[src/tmse_pkg.sv]
// Shared types and codes for the Turing machine step engine.
// Holds the beat layouts, the rule word, and the step result bundle.
// No dependencies.
package tmse_pkg;

  typedef enum logic [2:0] {
    CMD_LOAD_RULE = 3'd0,
    CMD_SET_HALT  = 3'd1,
    CMD_WR_TAPE   = 3'd2,
    CMD_START     = 3'd3,
    CMD_STEP      = 3'd4
  } cmd_t;

  typedef enum logic [1:0] {
    MV_LEFT  = 2'd0,
    MV_STAY  = 2'd1,
    MV_RIGHT = 2'd2,
    MV_BAD   = 2'd3
  } move_t;

  typedef enum logic [1:0] {
    ST_OK       = 2'd0,
    ST_NO_RULE  = 2'd1,
    ST_BAD_DIR  = 2'd2,
    ST_OFF_TAPE = 2'd3
  } status_t;

  // Rule word: valid, symbol to write, next state, head move
  typedef struct packed {
    logic       valid;
    logic [3:0] new_symbol;
    logic [5:0] new_state;
    move_t      move;
  } rule_t;

  localparam int RULE_W = $bits(rule_t);

  // Input beat payload, last member in the lowest bits
  typedef struct packed {
    logic [3:0]  pad;
    logic [11:0] position;
    logic        halt_mark;
    logic [1:0]  move;
    logic [5:0]  new_state;
    logic [3:0]  new_symbol;
    logic        rule_valid;
    logic [3:0]  sel_symbol;
    logic [5:0]  sel_state;
  } in_fields_t;

  // Result beat payload, last member in the lowest bits
  typedef struct packed {
    logic [6:0]  pad;
    status_t     status;
    logic        halted;
    logic [31:0] step_count;
    logic [3:0]  rd_symbol;
    logic [11:0] head_position;
    logic [5:0]  current_state;
  } out_fields_t;

  // Outcome of one step evaluation
  typedef struct packed {
    logic        commit;
    status_t     status;
    logic [11:0] head_nxt;
    logic        tape_we;
    logic [3:0]  tape_sym;
    logic [5:0]  state_nxt;
  } step_res_t;

endpackage

[src/tmse_step.sv]
// Step evaluation: picks the specific or wildcard rule, checks the move,
// and builds the commit bundle. Depends on tmse_pkg.
module tmse_step #(
  parameter int TAPE_CELLS = 4096
) (
  input  tmse_pkg::rule_t     spec_rule,
  input  logic                spec_hit,
  input  tmse_pkg::rule_t     wild_rule,
  input  logic                state_ok,
  input  logic [11:0]         head,
  input  logic [5:0]          state,
  output tmse_pkg::step_res_t res
);
  import tmse_pkg::*;

  rule_t rule;
  logic  use_spec;
  logic  have_rule;

  // Choose the rule: specific one when present, else the wildcard
  assign use_spec  = spec_hit & spec_rule.valid;
  assign rule      = use_spec ? spec_rule : wild_rule;
  assign have_rule = use_spec | (state_ok & wild_rule.valid);

  // Check the move and form the next head
  always_comb begin
    res.status   = ST_OK;
    res.head_nxt = head;
    if (!have_rule) begin
      res.status = ST_NO_RULE;
    end else begin
      case (rule.move)
        MV_LEFT: begin
          if (head == 12'd0) res.status = ST_OFF_TAPE;
          else res.head_nxt = head - 12'd1;
        end
        MV_RIGHT: begin
          if ((32'(head) + 32'd1) >= 32'(TAPE_CELLS)) res.status = ST_OFF_TAPE;
          else res.head_nxt = head + 12'd1;
        end
        MV_STAY: res.head_nxt = head;
        default: res.status = ST_BAD_DIR;
      endcase
    end
    res.commit    = (res.status == ST_OK);
    res.tape_we   = res.commit && (rule.new_symbol != 4'd0);
    res.tape_sym  = rule.new_symbol;
    res.state_nxt = (rule.new_state != 6'd0) ? rule.new_state : state;
  end

endmodule

[config.mk]
export PLATFORM = sky130hd
export DESIGN_NAME = tmse_step
export DESIGN_NICKNAME = d
export VERILOG_FILES = /design/src/tmse_pkg.sv /design/src/tmse_step.sv
export SDC_FILE = /design/constraint.sdc
export NUM_CORES = 1
export LEC_CHECK = 0
export ABC_AREA = 1
export BUFFER_PORTS_ARGS = -buffer_cell sky130_fd_sc_hd__buf_2
export CAP_MARGIN = 20
export CORE_MARGIN = 2
export CORE_UTILIZATION = 48
export DETAILED_ROUTE_END_ITERATION = 8
export PLACE_DENSITY = 0.86
export SLEW_MARGIN = 20
export SYNTH_ARGS = -nofsm -noshare
export SYNTH_HDL_FRONTEND = slang
export SYNTH_SLANG_ARGS = --single-unit
[constraint.sdc]
create_clock -name vclk -period 1.4
set_input_delay 0 -clock vclk [all_inputs]
set_output_delay 0 -clock vclk [all_outputs]
set_load 0.01 [all_outputs]
After elaboration in Yosys (flattened, before gate mapping)
Cells that the tools add are included.

Muxes and demuxes: 10. $lt $le $gt $ge: 1. Bitwise logic cells: 3. $add $sub $neg: 3. Reduce and logical (&&, ||, !) cells: 6. Equal/unequal tests: 2.

Operators by type and width (number): $mux W12 (4); $pmux W12 S2 (1); $add A12 B1 Y13 const B (1); $ge A13 B13 Y1 const B (1); $add A12 B1 Y12 const B (1); $logic_not A12 Y1 (1); $sub A12 B1 Y12 const B (1); $mux W2 (3); $mux W6 (1); $pmux W2 S3 (1); $reduce_bool A6 Y1 (1); $logic_not A2 Y1 (2); $reduce_bool A4 Y1 (1); $and A1 B1 Y1 (2); $eq A2 B1 Y1 const B (1); $eq A2 B2 Y1 const B (1); $logic_and A1 B1 Y1 (1); $or A1 B1 Y1 (1).

Register bits after elaboration: 0. Output and inout port bits: 26. Bits of input ports: 46. Logic and storage cells: 25.

Longest topological paths before layout
Word-level depth: 7. Mapped depth: 11. Gate-level depth less buffers: 11.

Least setup slack after synthesis
OpenSTA, ideal clock, no wires.

Kind: input to output. Start: input head[2]. End: output res[24] in the netlist's numbering. Buffers on the path: 1. Required time: 1.400 ns. Cell stages on the path: 10. Slack: 0.358 ns. Data arrival time: 1.042 ns. Cell sequence: buf_2 -> nand2_1 -> nor2_4 -> nand2_2 -> nor2_2 -> nand2_2 -> and2_4 -> nand2_1 -> nand2_1 -> inv_1.

RTL lines: from (decl) (line tmse_step.sv:10) `input logic [11:0] head,`; to (decl) (line tmse_step.sv:12) `output tmse_pkg::step_res_t res`.

==> results.json <==
{
  "met2_usage_pct": 45.9,
  "finalSetupViolations": 0,
  "grt_use_total_pct": 25.3,
  "grt_pass1_wl_um": 6950,
  "seqCellArea_um2": 0,
  "globalplace.congestion": 0.879,
  "synth_nets": 328,
  "grt_pass1_vias": 1729,
  "tightest_slew_ns": 0.450,
  "critical_path_class": "input port to primary output",
  "final_core_util_pct": 71.9,
  "yosys_warnings": 0,
  "wl_um": 4220,
  "crit_fanout": 8,
  "setup_ws_ns": 0.117,
  "cap_violations": 0,
  "fin_tns_setup_ns": 0,
  "drt-vias-per-instance": 5.18,
  "ys_seq_area_share_pct": 0,
  "fp.dieH_um": 56.2,
  "drive_above_1_share_pct": 30.6,
  "drc": 0,
  "initial_core_util_pct": 51.8,
  "endpoint_kind": "primary output",
  "nets": 404,
  "cp_data_arrival_time_ns": 1.28,
  "grt-busiest-layer": "met2",
  "fin_crit_ns": 1.28,
  "drtAntennaViolNets": 0,
  "critPathRequiredTime_ns": 1.40,
  "ir_drop_mv": 0.281,
  "vias": 1985,
  "status": "finished clean",
  "dp_cells": 380,
  "antenna_cells": 0,
  "antenna_found_initial": 0,
  "grt_max_degree": 16,
  "leakagePower_uw": 0.00112,
  "die_w_um": 56.2,
  "io_pins": 72,
  "coreArea_um2": 2520,
  "maxSlewViolCount": 0,
  "fmax_mhz": 780,
  "ys_types": 27,
  "fin_cells": 383,
  "synth_area_um2": 1310,
  "portBuffers": 72,
  "flops_and_latches": 0,
  "timing.slew.headroom_pct": 69.9,
  "die_area_um2": 3150,
  "p_per_area_nw_per_um2": 316,
  "drt_pre_antenna_iters": 5,
  "start_kind": "input port",
  "avgSynthCellArea_um2": 4.68,
  "syn_inst": 279,
  "num_rows": 18,
  "dp_slack_ns": 0.0446,
  "grtUsageMet1_pct": 33.0,
  "dp_hpwl_um": 3370,
  "wire_per_inst_um": 11.0,
  "num-clock-buffers": 0,
  "grt_remaining_overflow": 0,
  "fin_crit_sh_pct": 91.6,
  "gr-usage-met3_pct": 1.63,
  "drt-initial-drc-count": 92,
  "hold_class": "input port to primary output",
  "area_growth_pct": 38.8,
  "finalHoldViolations": 0
}
[Yosys cell counts, drive strengths merged]
master	number	area share [%]
buf	7	3.6
xnor2	1	0.67
ha	3	2.9
nor4	1	0.48
inv	43	12
nand2	112	34
nand4	4	1.9
and2	2	1.1
nor3	1	0.38
xor2	4	2.7
mux2i	2	1.5
o21ai	21	8.0
a21boi	1	0.57
nor2	30	11
nand3	43	17
a21oi	2	0.77
clkbuf	2	0.77
[stage by stage]
stage	total power (uW)	cell area [um^2]	hold WS, ns
6_report	572	1810	0.308
3_5_place_dp	535	1720	0.308
5_1_grt	640	1810	0.326
4_1_cts	537	1720	0.309
2_1_floorplan	334	1310	0.118
3_3_place_gp	527	1720	0.306
[critical path: stages]
cell     delay, ns
buf_2         0.15
nand2_1       0.10
nor2_2        0.25
nand2_2       0.12
nor2_4        0.14
nand2_2       0.08
and2_4        0.17
nand3_1       0.08
nor2_1        0.05
buf_2         0.14
[kinds of logic after synthesis]
kind of cell               after synthesis  share of synthesized area [%]
buffers and inverters                   52                           16.8
AOI/OAI and AO/OA                       24                           9.39
and+or+nand+nor                        193                           66.1
adders and majority gates                3                           2.87
xor gates and xnor gates                 5                           3.35
muxes                                    2                           1.53
[cells in the final DEF (no fill, tap or decap)]
cell type,n
a21boi_1,1
a21oi_1,2
and2_1,1
and2_4,1
buf_12,1
buf_2,70
buf_4,10
buf_6,2
ha_1,1
ha_4,2
inv_1,39
inv_2,2
inv_4,2
mux2i_1,2
nand2_1,104
nand2_2,6
nand2_4,2
nand3_1,41
nand3_2,2
nand4_1,4
nor2_1,24
nor2_2,2
nor2_4,3
nor2_8,1
nor3_2,1
nor4_1,1
o21ai_0,9
o21ai_1,11
o21ai_2,1
xnor2_1,1
xor2_1,4
[what timing repair did]
action,CTS,global route
setup endpoints to repair,0,22
gates resized for setup,0,22
buffers inserted,0,3
hold buffers,0,0
[metal layers]
layer | vias up | wire (um)
met5 | - | 0
met4 | 0 | 42
met3 | 7 | 299
met2 | 94 | 2080
met1 | 865 | 1800
li1 | 1019 | -
[power breakdown]
group,switching [uW],internal [uW]
Clock,0,0
Combinational,334,238
Sequential,0,0
Total,334,238
[path summary, 6_finish.rpt]
kind	cells after the start	from	endpoint	slack (ns)
setup / recovery	10	head[7]	res[10]	0.12
hold / removal	4	wild_rule[11]	res[9]	0.31
[area by class of cell]
class              count  area [um^2]
multi-input cells    227         1140
well taps             30         37.5
fillers              259          709
inverters             43          166
repair buffers        83          468
Note: power is estimated with default switching activity, not from simulation.
