--- config.mk ---
export PLATFORM = sky130hd
export DESIGN_NAME = tmse_ram
export DESIGN_NICKNAME = d
export VERILOG_FILES = /design/src/tmse_ram.sv
export SDC_FILE = /design/constraint.sdc
export NUM_CORES = 1
export LEC_CHECK = 0
export BUFFER_PORTS_ARGS = -buffer_cell sky130_fd_sc_hd__buf_2
export CAP_MARGIN = 20
export CORE_MARGIN = 3
export CORE_UTILIZATION = 40
export CTS_CLUSTER_SIZE = 8
export DETAILED_ROUTE_END_ITERATION = 7
export PLACE_DENSITY = 0.54
export RECOVER_POWER = 50
export SETUP_SLACK_MARGIN = 0.5
export SYNTH_ARGS = -nofsm -noshare
export SYNTH_HDL_FRONTEND = slang
export SYNTH_SLANG_ARGS = --single-unit
--- constraint.sdc ---
create_clock -name clk -period 2.6 [get_ports clk]
set_input_delay 0.52 -clock clk [delete_from_list [all_inputs] [get_ports clk]]
set_output_delay 0.52 -clock clk [all_outputs]
set_load 0.01 [all_outputs]
--- src/tmse_ram.sv ---
// Generic single-clock RAM: one write port, one registered read port.
// Read-first when both ports hit the same address. No dependencies.
module tmse_ram #(
  parameter int WIDTH = 8,
  parameter int DEPTH = 16,
  localparam int AW = $clog2(DEPTH)
) (
  input  logic             clk,
  input  logic             we,
  input  logic [AW-1:0]    waddr,
  input  logic [WIDTH-1:0] wdata,
  input  logic [AW-1:0]    raddr,
  output logic [WIDTH-1:0] rdata
);

  logic [WIDTH-1:0] mem [DEPTH];

  // Write and registered read
  always_ff @(posedge clk) begin
    if (we) begin
      mem[waddr] <= wdata;
    end
    rdata <= mem[raddr];
  end

endmodule

# After elaboration in Yosys (flattened, before gate mapping)
# Memory sizes are Yosys's and may differ from the RTL's. A register that Yosys moved wholly into a read port is not among the register bits.
# Cells that the tools add are included.
# totals
reg_bits	0
ramBits	128
output_inout_bits	8
mem_count	1
# op_classes
n_mux	2
# memory_table
name	words	word_bits	rd	rd_clocked_by_memory_dff	wr	line_no	text
mem	16	8	1	1	1	16	logic [WIDTH-1:0] mem [DEPTH];
# ops
cell	n
$mux W1	2

# Longest topological paths before layout
# Gate-level depths: netlist of the first run.
# logic_depth
depth_word	2
ltp_mapped	5

# Worst setup path after synthesis of the first run
# Ideal clock, no wire load.
# synth_timing
path_kind	input-to-reg
start	input waddr[2]
end	memory mem[0][0] (enable)
arrival_ns	1.630
required_time_ns	2.217
path_slack_ns	0.587
path_stages	2
cell_sequence	or3b_2 -> nor3_1
# synth_rtl
item	line_no	text
start, declared	10	input logic [AW-1:0] waddr,
end, declared	16	
# No word-level cell before the write port.

==> results of run 1 <==
==> worst paths after layout <==
kind	end	slack [ns]	depth (start not counted)
min reg2reg	rdata[6]	0.66	3
max reg2reg	rdata[5]	1.22	3
max	rdata[5]	0.98	5
min	mem[9][4]	0.64	1
==> sequential cells by signal, summed over array words and instances (netlist names) <==
register	count
mem	128
rdata	8
==> stage by stage <==
stage / setup WS, ns / std cells
global placement: 0.576 / 435
global route: 0.890 / 467
floorplan: 0.587 / 229
finish: 0.985 / 467
detailed placement: 0.604 / 435
CTS: 0.998 / 467
==> layer usage <==
layer,GRT usage,routed length [um]
met1,0.234,4900
met2,0.226,4770
met3,0.0404,581
met4,0.0694,177
met5,0,0
==> worst max-delay path, cell delays in order <==
cell and delay, ns:
buf_2 0.10, buf_12 0.25, mux4_1 0.59, a22oi_1 0.32, nand2_1 0.09
==> cell usage in the layout (no fill, tap or decap), drive strengths merged <==
master	instances
a22oi	16
and2	1
and2b	1
buf	38
bufinv	3
clkbuf	29
clkinv	6
clkinvlp	4
dfxtp	8
edfxtp	128
mux4	32
nand2	9
nand2b	2
nand3	1
nand3b	2
nor2	13
nor2b	1
nor3	4
or3b	1
==> power by group <==
part | switching [mW] | internal, mW
sequential | 0.0157 | 2.45
clock | 0.858 | 1.50
combinational | 0.135 | 0.0984
==> cell families (layout without fill, tap and decap cells) <==
logic type | after synthesis | in the layout | share of synthesized area
compound gates | 16 | 16 | 0.0233
flops | 136 | 136 | 0.778
simple gates | 35 | 35 | 0.0318
mux | 32 | 32 | 0.150
buf+inv | 10 | 80 | 0.0168
==> final cells by class <==
cell class                      count  share of cell area
Multi-Input combinational cell     83               0.171
Clock buffer                       19              0.0702
Timing Repair Buffer               48              0.0499
Clock inverter                     13              0.0252
Tap cell                          168              0.0341
Sequential cell                   136               0.649
==> reports/metrics.cfg, run 1 <==
[setup_path]
r2r_start = mem[9][5]
startpoint = raddr[0]
crit_arrival_ns = 1.90
end_kind = flop
required_ns = 2.88
critPathKind = input pin to flop
cp-start-kind = input pin
crit_path_max_fanout = 32

[timing]
finalSetupViolCount = 0
finalCritPeriodShare = 0.621
rsz0062_at_grt = no
worst_hold_slack_ns = 0.639
fin_tns_setup_ns = 0
hold_violations = 0
period_needed_ns = 1.62
slew_violations = 0
maxSlewHeadroom = 0.522
max_clock_freq_ghz = 0.619
skew_ns = 0.00783
tightestPinTransition_ns = 0.717

[synthesis]
ys_top_cells_by_count = edfxtp_1, mux4_2, a22oi_1, mux4_1, nor2_1
synthArstFlopShare = 0
yosysUniqueCellTypes = 19
syn_area_sq_um = 5150
post-synth-top-area-cell = edfxtp_1
postSynthAreaPerCell_sq_um = 22.5
synth-edff-count = 128
seq_area_frac_synth = 0.778
synthCells = 229
yosys.area.top_type_share = 0.747
synthFlopType = edfxtp_1
ys_ff_latch = 136
yosysMostFrequentCell = edfxtp_1
yosysWarnings = 0
synth_area_leaders = edfxtp_1, mux4_2, mux4_1
synth_fp_nets = 247

[run]
cap_viol_max_count = 0

[clock_network]
ctsHoldBuffers = 0
path_clk_slew_ns = 0.06
ctsHtreeMaxLevel = 4
cts_made_buffers = 17
clk_path_buf_depth = 2
post_cts_buffers = 0
cts_tree = yes
cts_resized = 0
clockRootBuffer = clkbuf_16
clock-sinks = 136
clock_latency_ns = 0.41

[finish]
drive_above_1_share = 0.284
final_util = 0.501
area_growth_pct = 19.8
nFillCells = 1035
finish.instance_area_sq_um = 6170
regArea_sq_um = 4000
antenna_cells = 0
multi_input_area_sq_um = 1060
fin_nets = 304

[placement]
dp_hpwl_um = 6660
port_buffers = 25
placed_area_sq_um = 5590
globalplace.congestion = 0.730

[power_and_ir_drop]
ir_worst_vdd_mv = 0.452
p_leak_nw = 2.07
finalPower_mw = 5.06
powerDensity_nw_per_um2 = 820

[route]
viasPerCell = 5.21
drc = 0
first_iter_violations = 217
dr.pass1.iters = 4
detail-route-antenna-nets = 0
wirelength_um = 10400
via_count = 2433
wire_per_inst_um = 22.3

[outcome]
status = complete, no violations

[hold_path]
hp-class = input pin to flop
hold_start = wdata[4]

[global_route]
antenna_found_initial = 0
grt_max_degree = 33
grt_pass1_wl_um = 15700
first_global_vias = 2460
grt_use_total = 0.159
grt-ovfl-total = 0

[floorplanning]
ios = 26
die-width_um = 119
die_h_um = 119
design.die.area_sq_um = 14300
start_util = 0.418
core_sq_um = 12300
rows = 40

Power figures use the tool's default switching activity.
==> run 2: changes to the inputs <==
Settings changed: ABC_AREA set to 1, PLACE_DENSITY 0.54 to 0.56.
Clock period 2.6 ns to 1.3 ns, I/O delays scaled along.
==> reports/metrics.cfg, run 2 <==
[outcome]
status = complete, no violations

[route]
wirelength_um = 13700
drc = 0
viasPerCell = 4.90
first_iter_violations = 393
detail-route-antenna-nets = 0
via_count = 3860
wire_per_inst_um = 17.4
dr.pass1.iters = 5

[timing]
setup_slack_ns = 0.154
max_clock_freq_ghz = 0.873
skew_ns = 0.00533
maxSlewHeadroom = 0.309
rsz0062_at_grt = yes
finalSetupViolCount = 0
hold_violations = 0
slew_violations = 0
period_needed_ns = 1.15
finalCritPeriodShare = 0.881
tightestPinTransition_ns = 1.04

[floorplanning]
die_h_um = 126
ios = 26
rows = 43
die-width_um = 126
design.die.area_sq_um = 15900
start_util = 0.412
core_sq_um = 14000

[placement]
placed_area_sq_um = 6390
dp_slack_ns = -0.0609
globalplace.congestion = 0.803
dp.cells = 755
dp_hpwl_um = 8530
port_buffers = 25

[setup_path]
cp_slowest_cell = dfxtp_2
cp_cell_sequence = buf_6
end_kind = primary output
crit_path_max_fanout = 1
cp-start-kind = flop
cpPeakStageDelay_ns = 0.36
crit_arrival_ns = 0.89
critPathKind = flop to primary output
crit_family = flip-flops
worstPathBufferInverterCount = 1
required_ns = 1.04

[finish]
largest_reg_flops = 128
drive_above_1_share = 0.298
final_util = 0.526
layout_commonest_cell = nand2_1
reg_top3 = mem (128), rdata (8)
finish.instance_area_sq_um = 7350
max_flop_register = mem
area_growth_pct = 27.5
antenna_cells = 0
layout_common_cells = nand2_1, edfxtp_1, inv_1, nand3_2, nand3_1
fin_nets = 613
fin_cells = 788

[synthesis]
synth-edff-count = 128
synthMuxAreaShare = 0
yosysMostFrequentCell = nand2_1
synth_fp_nets = 569
postSynthAreaPerCell_sq_um = 10.5
synth_xor_xnor_area_share = 0
synthFlopType = edfxtp_1
synth_compound_area_frac = 0
synthArstFlopShare = 0
synth_top_family_by_area = simple AND/OR/NAND/NOR gates
ys_ff_latch = 136
syn_area_sq_um = 5770
yosysWarnings = 0
yosys.area.top_type_share = 0.667
synth_fa_ha_area_frac = 0
synthSimpleGateAreaFrac = 0.210
ys_top_cells_by_count = nand2_1, edfxtp_1, inv_1, nand3_1, nor2_1
post-synth-top-area-cell = edfxtp_1
synthCells = 551
yosysUniqueCellTypes = 12
seq_area_frac_synth = 0.694
synth_area_leaders = edfxtp_1, nand2_1, nand3_1

[clock_network]
ctsHtreeMaxLevel = 4
cts_made_buffers = 17
clk_path_buf_depth = 2
cts_tree = yes
path_clk_slew_ns = 0.06
clock_latency_ns = 0.41
clockRootBuffer = clkbuf_16
clock-sinks = 136

[run]
cap_viol_max_count = 0

[global_route]
grt_use_total = 0.180
grt-ovfl-total = 0
grt_pass1_wl_um = 21100
grt_max_degree = 33
first_global_vias = 3792
antenna_found_initial = 0

[power_and_ir_drop]
p_leak_nw = 3.09
powerDensity_nw_per_um2 = 1380
ir_worst_vdd_mv = 1.14
finalPower_mw = 10.2

[hold_path]
hp-class = input pin to flop

[run 2: changes by cell type in the layout (fill, tap and decap cells not counted), moves of 12 or more]
cell	delta
mux4_2	-18
mux4_1	-14
buf_4	-12
nand2_1	+140
nand2_2	+20
inv_1	+93
nand3_2	+63
a22oi_1	-16
buf_6	+15
nand3_1	+32
[run 2: timing repair]
item	CTS	global route
hold buffers	0	0
setup endpoints to repair	101	130
gates cloned	0	0
gates resized for setup	59	48
setup buffers	1	0
pin swaps	36	35
[run 2: cell type report]
| cell class | count | area (sq um) |
|---|---|---|
| well taps | 180 | 225 |
| clock buffers | 30 | 544 |
| repair buffers | 49 | 462 |
| fillers | 1264 | 6640 |
| multi-input cells | 289 | 1710 |
| flip-flops and latches | 136 | 4010 |
| clock inverters | 2 | 8.76 |
| inverters | 102 | 395 |
[run 2: worst paths after layout]
kind,slack [ns],from,end,cells after the start
max reg2reg,0.33,mem[1][1],rdata[1],6
min reg2reg,0.68,mem[4][5],rdata[5],6
max,0.15,rdata[6],rdata[6],1
min,0.24,raddr[3],rdata[2],3
[run 2: cell families after synthesis]
logic type    Yosys count
simple gates          289
buf+inv               126
flops                 136
[run 2: report_power, final]
group | switching (mW) | internal [mW]
Sequential | 0.0366 | 4.91
Clock | 1.63 | 2.79
Combinational | 0.534 | 0.274
Total | 2.20 | 7.97
[run 2: per-stage QoR]
step           hold WS [ns]  setup TNS (ns)
4_1_cts               0.206               0
5_1_grt               0.240               0
3_3_place_gp          0.648          -0.160
6_report              0.242               0
3_5_place_dp          0.646          -0.277
2_1_floorplan         0.359               0
[run 2: layer usage]
metal  track usage  share of wire  wire [um]
met5             0              0          0
met4        0.0707          0.019        261
met3        0.0517          0.045        622
met2         0.278           0.48       6630
met1         0.241           0.45       6210
